`src/rtl/core/pdve_pkg.sv`:
```
// Shared types, command records, constants and tables for the pose-delta velocity estimator.
`timescale 1ns / 1ps

package pdve_pkg;

  typedef enum logic [2:0] {
    S_IDLE,
    S_MAC1,
    S_ROOT_GO,
    S_ROOT_WAIT,
    S_DIV_GO,
    S_DIV_WAIT,
    S_MAC2,
    S_DONE
  } pdve_state_t;

  typedef enum logic [3:0] {
    OP_QX,
    OP_QY,
    OP_QZ,
    OP_QW,
    OP_D0,
    OP_D1,
    OP_D2,
    OP_A0,
    OP_A1,
    OP_A2,
    OP_DIST,
    OP_DYAW,
    OP_KSPD,
    OP_KYAW
  } opsel_t;

  typedef enum logic [3:0] {
    DST_NONE,
    DST_N2,
    DST_M00,
    DST_M10,
    DST_M20,
    DST_SSQ,
    DST_DOT,
    DST_SPN,
    DST_YWN
  } mac_dst_t;

  typedef enum logic [2:0] {
    DIV_AX0,
    DIV_AX1,
    DIV_AX2,
    DIV_SPD,
    DIV_YAW
  } div_sel_t;

  typedef struct packed {
    opsel_t   a;
    opsel_t   b;
    logic     neg;
    logic     first;
    mac_dst_t dst;
  } mac_op_t;

  typedef struct packed {
    logic       load;
    logic       mac_en;
    logic [4:0] mac_idx;
    logic       root_start;
    logic       div_start;
    logic       div_take;
    div_sel_t   div_sel;
    logic       finish;
  } pdve_cmd_t;

  typedef struct packed {
    logic sq_busy;
    logic cordic_busy;
    logic div_busy;
    logic out_free;
  } pdve_stat_t;

  localparam int MAC_STEPS = 20;
  localparam logic [4:0] MAC1_FIRST = 5'd0;
  localparam logic [4:0] MAC1_LAST  = 5'd17;
  localparam logic [4:0] MAC2_FIRST = 5'd18;
  localparam logic [4:0] MAC2_LAST  = 5'd19;

  // Multiply-accumulate program: quaternion terms, squared distance, heading dot
  // product, then the two rate numerators once root and yaw are known.
  localparam mac_op_t MAC_TABLE [MAC_STEPS] = '{
    '{OP_QX,   OP_QX,   1'b0, 1'b1, DST_NONE},
    '{OP_QY,   OP_QY,   1'b0, 1'b0, DST_NONE},
    '{OP_QZ,   OP_QZ,   1'b0, 1'b0, DST_NONE},
    '{OP_QW,   OP_QW,   1'b0, 1'b0, DST_N2},
    '{OP_QW,   OP_QW,   1'b0, 1'b1, DST_NONE},
    '{OP_QX,   OP_QX,   1'b0, 1'b0, DST_NONE},
    '{OP_QY,   OP_QY,   1'b1, 1'b0, DST_NONE},
    '{OP_QZ,   OP_QZ,   1'b1, 1'b0, DST_M00},
    '{OP_QX,   OP_QY,   1'b0, 1'b1, DST_NONE},
    '{OP_QW,   OP_QZ,   1'b0, 1'b0, DST_M10},
    '{OP_QX,   OP_QZ,   1'b0, 1'b1, DST_NONE},
    '{OP_QW,   OP_QY,   1'b1, 1'b0, DST_M20},
    '{OP_D0,   OP_D0,   1'b0, 1'b1, DST_NONE},
    '{OP_D1,   OP_D1,   1'b0, 1'b0, DST_NONE},
    '{OP_D2,   OP_D2,   1'b0, 1'b0, DST_SSQ},
    '{OP_D0,   OP_A0,   1'b0, 1'b1, DST_NONE},
    '{OP_D1,   OP_A1,   1'b0, 1'b0, DST_NONE},
    '{OP_D2,   OP_A2,   1'b0, 1'b0, DST_DOT},
    '{OP_DIST, OP_KSPD, 1'b0, 1'b1, DST_SPN},
    '{OP_DYAW, OP_KYAW, 1'b0, 1'b1, DST_YWN}
  };

  localparam int NUM_W = 72;
  localparam int DEN_W = 63;
  localparam int QUO_W = 32;

  localparam logic [QUO_W-1:0] QUO_SAT = 32'h8000_0000;
  localparam logic [31:0] POS_MAX = 32'h7FFF_FFFF;
  localparam logic [4:0] AXIS_MSB = 5'd14;
  localparam logic [4:0] RATE_MSB = 5'd30;

  // 65536e6 = 1e6 << 16 and 8e9 = 1953125 << 12.
  localparam logic signed [33:0] K_SPD = 34'sd1000000;
  localparam logic signed [33:0] K_YAW = 34'sd1953125;

  localparam logic signed [15:0] AXIS_ONE   = 16'sd16384;
  localparam logic signed [17:0] PI_Q13     = 18'sd25736;
  localparam logic signed [17:0] TWO_PI_Q13 = 18'sd51472;
  localparam logic signed [33:0] HALF_PI_Q30 = 34'sd1686629713;

  localparam int ATAN_COUNT = 24;
  localparam logic [31:0] ATAN_Q30 [ATAN_COUNT] = '{
    32'd843314857, 32'd497837829, 32'd263043837, 32'd133525159,
    32'd67021687,  32'd33543516,  32'd16775851,  32'd8388437,
    32'd4194283,   32'd2097149,   32'd1048576,   32'd524288,
    32'd262144,    32'd131072,    32'd65536,     32'd32768,
    32'd16384,     32'd8192,      32'd4096,      32'd2048,
    32'd1024,      32'd512,       32'd256,       32'd128
  };

endpackage

```
`src/rtl/core/pdve_ctrl.sv`:
```
// Controller state machine that sequences the datapath for one beat at a time.
`timescale 1ns / 1ps

module pdve_ctrl import pdve_pkg::*; (
  input  logic       clk,
  input  logic       rst,
  input  logic       in_valid,
  output logic       in_stall,
  input  pdve_stat_t stat,
  output pdve_cmd_t  cmd
);

  pdve_state_t state, state_next;
  logic [4:0]  step;
  div_sel_t    dsel;

  always_ff @(posedge clk) begin
    if (rst) begin
      state <= S_IDLE;
    end else begin
      state <= state_next;
    end
  end

  always_ff @(posedge clk) begin
    if (rst) begin
      step <= MAC1_FIRST;
      dsel <= DIV_AX0;
    end else begin
      if (cmd.load) begin
        step <= MAC1_FIRST;
        dsel <= DIV_AX0;
      end else if (cmd.mac_en) begin
        step <= step + 5'd1;
      end
      if (cmd.div_take) begin
        unique case (dsel)
          DIV_AX0: dsel <= DIV_AX1;
          DIV_AX1: dsel <= DIV_AX2;
          DIV_AX2: dsel <= DIV_SPD;
          DIV_SPD: dsel <= DIV_YAW;
          DIV_YAW: dsel <= DIV_YAW;
          default: dsel <= DIV_AX0;
        endcase
      end
    end
  end

  always_comb begin
    state_next = state;
    unique case (state)
      S_IDLE:      if (in_valid) state_next = S_MAC1;
      S_MAC1:      if (step == MAC1_LAST) state_next = S_ROOT_GO;
      S_ROOT_GO:   state_next = S_ROOT_WAIT;
      S_ROOT_WAIT: if (!stat.sq_busy && !stat.cordic_busy) state_next = S_DIV_GO;
      S_DIV_GO:    state_next = S_DIV_WAIT;
      S_DIV_WAIT: begin
        if (!stat.div_busy) begin
          priority case (dsel)
            DIV_AX2: state_next = S_MAC2;
            DIV_YAW: state_next = S_DONE;
            default: state_next = S_DIV_GO;
          endcase
        end
      end
      S_MAC2:      if (step == MAC2_LAST) state_next = S_DIV_GO;
      S_DONE:      if (stat.out_free) state_next = S_IDLE;
      default:     state_next = S_IDLE;
    endcase
  end

  always_comb begin
    cmd         = '0;
    cmd.mac_idx = step;
    cmd.div_sel = dsel;
    in_stall    = 1'b1;
    unique case (state)
      S_IDLE: begin
        in_stall = 1'b0;
        cmd.load = in_valid;
      end
      S_MAC1, S_MAC2: cmd.mac_en = 1'b1;
      S_ROOT_GO:      cmd.root_start = 1'b1;
      S_ROOT_WAIT:    ;
      S_DIV_GO:       cmd.div_start = 1'b1;
      S_DIV_WAIT:     cmd.div_take = !stat.div_busy;
      S_DONE:         cmd.finish = stat.out_free;
      default:        ;
    endcase
  end

`ifndef SYNTH
  a_finish_free: assert property (@(posedge clk) disable iff (rst)
    cmd.finish |-> stat.out_free)
    else $error("result handed over while the output register is still held");

  a_div_idle: assert property (@(posedge clk) disable iff (rst)
    cmd.div_start |-> !stat.div_busy)
    else $error("divider started while busy");

  a_root_idle: assert property (@(posedge clk) disable iff (rst)
    cmd.root_start |-> (!stat.sq_busy && !stat.cordic_busy))
    else $error("root or CORDIC started while busy");

  a_load_stall: assert property (@(posedge clk) disable iff (rst)
    cmd.load |=> in_stall)
    else $error("input not stalled after a beat was taken");
`endif

endmodule

```
`config.mk`:
```
export PLATFORM = sky130hd
export DESIGN_NAME = pdve_ctrl
export DESIGN_NICKNAME = d
export VERILOG_FILES = /design/src/rtl/core/pdve_pkg.sv /design/src/rtl/core/pdve_ctrl.sv
export SDC_FILE = /design/constraint.sdc
export NUM_CORES = 1
export LEC_CHECK = 0
export BUFFER_PORTS_ARGS = -buffer_cell sky130_fd_sc_hd__buf_2
export CAP_MARGIN = 30
export CORE_AREA = 3 3 41 43
export DETAILED_ROUTE_END_ITERATION = 16
export DIE_AREA = 0 0 44 46
export PLACE_DENSITY = 0.85
export SETUP_SLACK_MARGIN = 0.3
export SLEW_MARGIN = 20
export SYNTH_ARGS = -nofsm -noshare
export SYNTH_HDL_FRONTEND = slang
export SYNTH_SLANG_ARGS = --single-unit
```
`constraint.sdc`:
```
create_clock -name clk -period 3.18 [get_ports clk]
set_input_delay 0.636 -clock clk [delete_from_list [all_inputs] [get_ports clk]]
set_output_delay 0.636 -clock clk [all_outputs]
set_load 0.01 [all_outputs]
```
==> qor.csv, run 1 <==
metric,value,unit
status,"complete, no violations",
slowest_delay,0.56,ns
finalClockSkew,0.00293,ns
grt_usage,0.164,
clock-root-buffer,clkbuf_4,
placement.cell_area,801,µm²
pre_cts_slack,1.05,ns
clock-sinks,11,
rsz0062_at_grt,no,
hold_slack,0.547,ns
coreArea,1330,µm²
maxCapViolCount,0,
synth_edf_count,0,
drt-total-wl,1450,µm
max_freq,466,MHz
drive_gt1_frac,0.280,
gp_congestion,0.727,
dpl.cell_count,111,
yosysTopAreaCellShare,0.312,
crit_fanout,14,
insertion_delay,0.27,ns
crit_path_top_delay_cell,dfxtp_1,
n_antenna_cell,0,
dieArea,2020,µm²
antenna_found_initial,0,
ys_seq_elements,11,
critical_path_class,reg2out,
nNetsFinal,110,
ant_nets,0,
drc,0,
ioPinCount,22,
ys_warn_count,0,
hold_viol_final,0,
period_needed,2.14,ns
syn_nets,90,
die_w,44,µm
tns,0,ns
first_iter_violations,16,
grt_pass1_wl,2500,µm
cts.clk_slew.worst_paths,0.07,ns
slew_headroom,0.658,
cts_setup_buffers,0,
leakagePower,0.370,nW
fillCellCount,120,
fin_cells,115,
end_kind,output pin,
async_reset_ff_frac,0,
grt_pass1_vias,576,
cts_resized,0,
portBuffers,21,
die-height,46,µm
rows,13,
final_util,0.620,
h-tree-depth,1,
final_area,827,µm²
ys.flop_type,dfxtp_1,
yosysTopAreaCell,dfxtp_1,
synthesis.area,707,µm²
vias,670,
cts_tree,done,
cts_hold_buffers,0,
syn_avg_cell_area,8.73,µm²
worstMarginPinSlew,0.513,ns
overflow,0,
cp_cell_sequence,nand2b_1 > o21ai_1 > buf_2,
p_per_area,666,nW/µm²
initial_utilization,0.530,
cts_buffers,3,
syn_to_final_growth,17.0,%
drv_slew,0,
syn_inst,81,
place.detailed.hpwl,1070,µm
firstDrtPassIters,4,
cp.arrival,1.51,ns
vias_per_cell,5.83,
synth_seq_area_share,0.312,
power,0.551,mW
worst_slack,1.04,ns
synth_cell_types,41,
layout_common_cells,"buf_2 (21), nor2_1 (11), dfxtp_1 (11)",
hold_class,reg2reg,
critPathLaunchType,register,
ir_drop,0.000328,V
grt_max_degree,20,
cts_buffer_depth,2,
finalCritPeriodShare,0.674,
final_common_cell,buf_2,
finalSetupViolCount,0,
synth_area_leaders,"dfxtp_1 (31%), nor2_1 (5.8%), xor2_1 (5.0%)",
routedWlPerCell,12.6,µm
required,2.54,ns
where the power goes:
part | internal [mW] | switching, mW
combinational | 0.118 | 0.115
clock | 0.0485 | 0.0478
sequential | 0.161 | 0.0595
total | 0.328 | 0.223
metal layers:
layer,vias to the layer above,global-route usage,part of all wire
li1,337,-,-
met1,309,0.212,0.46
met2,19,0.267,0.47
met3,5,0.0237,0.054
met4,0,0.0723,0.019
met5,-,0,0
layout make-up:
cell class / count / area, µm² / area share
sequential: 11 / 220 / 0.266
clock buffer: 4 / 26.3 / 0.0318
timing repair buffer: 21 / 105 / 0.127
multi-input combinational: 62 / 449 / 0.543
tap: 15 / 18.8 / 0.0227
inverter: 2 / 7.51 / 0.00908
critical path, delay by kind of cell (launching register included):
family	cells	cell delay [ns]
buffers and inverters	1	0.20
DFF	1	0.56
and+or+nand+nor	1	0.18
AOI/OAI and AO/OA	1	0.30
logic make-up after synthesis:
kind of cell	Yosys count	share of synthesized area
AO/OA/AOI/OAI	17	0.193
XOR/XNOR	6	0.0743
adder cells (fa/ha/maj)	2	0.0354
buffers and inverters	8	0.0531
flip-flops	11	0.312
multiplexers	2	0.0301
AND/OR/NAND/NOR	35	0.303
Yosys cell counts, drive strengths merged, types with 2 or more instances:
master    n
dfxtp    11
or3       3
o21ai     4
inv       2
ha        2
o2111ai   2
nor2     11
clkbuf    5
xor2      4
nor3b     3
nand2     3
nor2b     2
xnor2     2
and2      2
o41ai     2
path summary, 6_finish.rpt:
check | startpoint | to | slack [ns] | cells after the start
setup / recovery | state[0]$_SDFFE_PP0P_ | cmd[12] | 1.04 | 3
hold / removal | dsel[2]$_SDFFE_PP0P_ | dsel[2]$_SDFFE_PP0P_ | 0.55 | 2
setup reg to reg | state[2]$_SDFFE_PP0P_ | state[2]$_SDFFE_PP0P_ | 1.22 | 4
hold reg to reg | dsel[2]$_SDFFE_PP0P_ | dsel[2]$_SDFFE_PP0P_ | 0.55 | 2
registers in the layout, indices dropped and copies added, names as in the netlist:
signal	flops
step	5
dsel	3
state	3
(Power assumes the default switching activity.)
==> run 2: changes to the inputs <==
--- a/config.mk
+++ b/config.mk
@@ -7,10 +7,10 @@
 export LEC_CHECK = 0
 export BUFFER_PORTS_ARGS = -buffer_cell sky130_fd_sc_hd__buf_2
 export CAP_MARGIN = 30
-export CORE_AREA = 3 3 41 43
+export CORE_AREA = 3 3 43 45
 export DETAILED_ROUTE_END_ITERATION = 16
-export DIE_AREA = 0 0 44 46
-export PLACE_DENSITY = 0.85
+export DIE_AREA = 0 0 46 48
+export PLACE_DENSITY = 0.78
 export SETUP_SLACK_MARGIN = 0.3
 export SLEW_MARGIN = 20
 export SYNTH_ARGS = -nofsm -noshare
==> constraint.sdc (replaced) <==
create_clock -name clk -period 2 [get_ports clk]
set_input_delay 0.4 -clock clk [delete_from_list [all_inputs] [get_ports clk]]
set_output_delay 0.4 -clock clk [all_outputs]
set_load 0.01 [all_outputs]
==> qor.csv, run 2 (synthesized netlist as in run 1, its figures left out) <==
metric,value,unit
status,"complete, no violations",
fin_cells,119,
clock-sinks,11,
first_iter_violations,16,
power_switching,0.396,mW
final_util,0.602,
grt_max_degree,19,
finalCritPeriodShare,0.856,
ant_nets,0,
whs_path_depth,2,
vias_per_cell,5.69,
gp_congestion,0.786,
portBuffers,21,
antenna_found_initial,0,
min_to,dsel[2]$_SDFFE_PP0P_,
drc,0,
power,0.998,mW
max_freq,584,MHz
r2r_start,state[2]$_SDFFE_PP0P_,
worstReg2RegEnd,state[2]$_SDFFE_PP0P_,
critPathLaunchType,register,
overflow,0,
cts_hold_buffers,0,
cts.clk_slew.worst_paths,0.07,ns
maxCapViolCount,0,
ir_drop,0.000598,V
die-height,48,µm
cts_buffers,3,
critical_path_class,reg2reg,
n_antenna_cell,0,
final_common_cell,buf_2,
drive_gt1_frac,0.388,
clock-root-buffer,clkbuf_4,
grt_pass1_wl,2550,µm
vias,677,
crit_fanout,4,
drt-total-wl,1690,µm
period_needed,1.71,ns
die_w,46,µm
cts_buffer_depth,2,
worstMarginPinSlew,0.443,ns
coreArea,1510,µm²
ioPinCount,22,
seqPwrFrac,0.361,
rsz0062_at_grt,yes,
reg2reg_depth,4,
routedWlPerCell,14.2,µm
insertion_delay,0.27,ns
end_kind,register,
hold_viol_final,0,
nNetsFinal,113,
grt_pass1_vias,593,
leakagePower,0.401,nW
p_int,0.602,mW
largest_reg_flops,5,
finalSetupViolCount,0,
syn_to_final_growth,28.3,%
hold_class,in2reg,
cp.arrival,1.87,ns
top_regs,"step x5, dsel x3, state x3",
grt_usage,0.161,
top_register,step,
hp-start,rst,
firstDrtPassIters,4,
p_per_area,1100,nW/µm²
dieArea,2210,µm²
swShare,0.397,
place.detailed.hpwl,1200,µm
pwr-share-comb,0.486,
rows,14,
initial_utilization,0.469,
finalClockSkew,0.00152,ns
dpl.cell_count,114,
clkPwrFrac,0.153,
slew_headroom,0.700,
drv_slew,0,
tns,0,ns
cts_tree,done,
required,2.15,ns
layout_common_cells,"buf_2 (21), nor2_1 (11), dfxtp_1 (6)",
h-tree-depth,1,
r2r_slack,0.29,ns
[run 2: cell count changes in the layout (fill, tap and decap cells not counted), moves of 2 or more]
cell,change
dfxtp_4,+3
dfxtp_1,-5
dfxtp_2,+2
buf_4,+2
[run 2: power by group through the flow]
stage | clock (mW) | combinational, mW | sequential (mW)
global route | 0.168 | 0.533 | 0.371
floorplan | 0 | 0.315 | 0.304
finish | 0.153 | 0.485 | 0.361
CTS | 0.161 | 0.425 | 0.341
global placement | 0 | 0.398 | 0.337
detailed placement | 0 | 0.409 | 0.338
[run 2: area by class of cell]
| type | count | area, µm² |
|---|---|---|
| clock buffer | 4 | 26.3 |
| fill | 133 | 599 |
| inverter | 2 | 7.51 |
| multi-input combinational | 62 | 488 |
| sequential | 11 | 234 |
| tap | 16 | 20.0 |
| timing repair buffer | 24 | 131 |
[run 2: per-layer routing]
metal | part of all wire | global-route usage | up-vias | routed length [µm]
met4 | 0.014 | 0.102 | 0 | 24
met1 | 0.47 | 0.202 | 321 | 788
met2 | 0.49 | 0.250 | 13 | 821
met3 | 0.033 | 0.0338 | 2 | 55
met5 | 0 | 0 | - | 0
li1 | - | - | 341 | -
[run 2: repair_timing]
item / in CTS / in global routing
buffers inserted: 0 / 1
gates resized for setup: 7 / 9
pin swaps: 3 / 2
hold endpoints to repair: 0 / 0
setup endpoints to repair: 5 / 6
[run 2: metrics by stage]
stage / instance area (µm²) / hold WS, ns / worst slack (ns)
5_1_grt: 907 / 0.419 / 0.235
4_1_cts: 860 / 0.384 / 0.278
2_1_floorplan: 707 / 0.469 / 0.255
6_report: 907 / 0.424 / 0.287
3_5_place_dp: 817 / 0.523 / 0.0819
3_3_place_gp: 817 / 0.518 / 0.161
[run 2: worst max-delay path by stage]
stage / startpoint / end / slack, ns / depth (start not counted)
6_report: state[2]$_SDFFE_PP0P_ / state[2]$_SDFFE_PP0P_ / 0.29 / 4
5_1_grt: step[1]$_SDFFE_PP0P_ / state[2]$_SDFFE_PP0P_ / 0.23 / 6
4_1_cts: state[2]$_SDFFE_PP0P_ / state[2]$_SDFFE_PP0P_ / 0.28 / 4
3_5_place_dp: stat[2] / state[2]$_SDFFE_PP0P_ / 0.08 / 5
3_3_place_gp: stat[2] / state[2]$_SDFFE_PP0P_ / 0.16 / 5
2_1_floorplan: state[2]$_SDFFE_PP0P_ / state[2]$_SDFFE_PP0P_ / 0.25 / 5
[run 2: worst max-delay path, stage by stage, from the launching register on]
cell	delay (ns)
dfxtp_2	0.33
or3_1	0.31
a32o_2	0.31
nor4bb_2	0.30
mux2_1	0.35
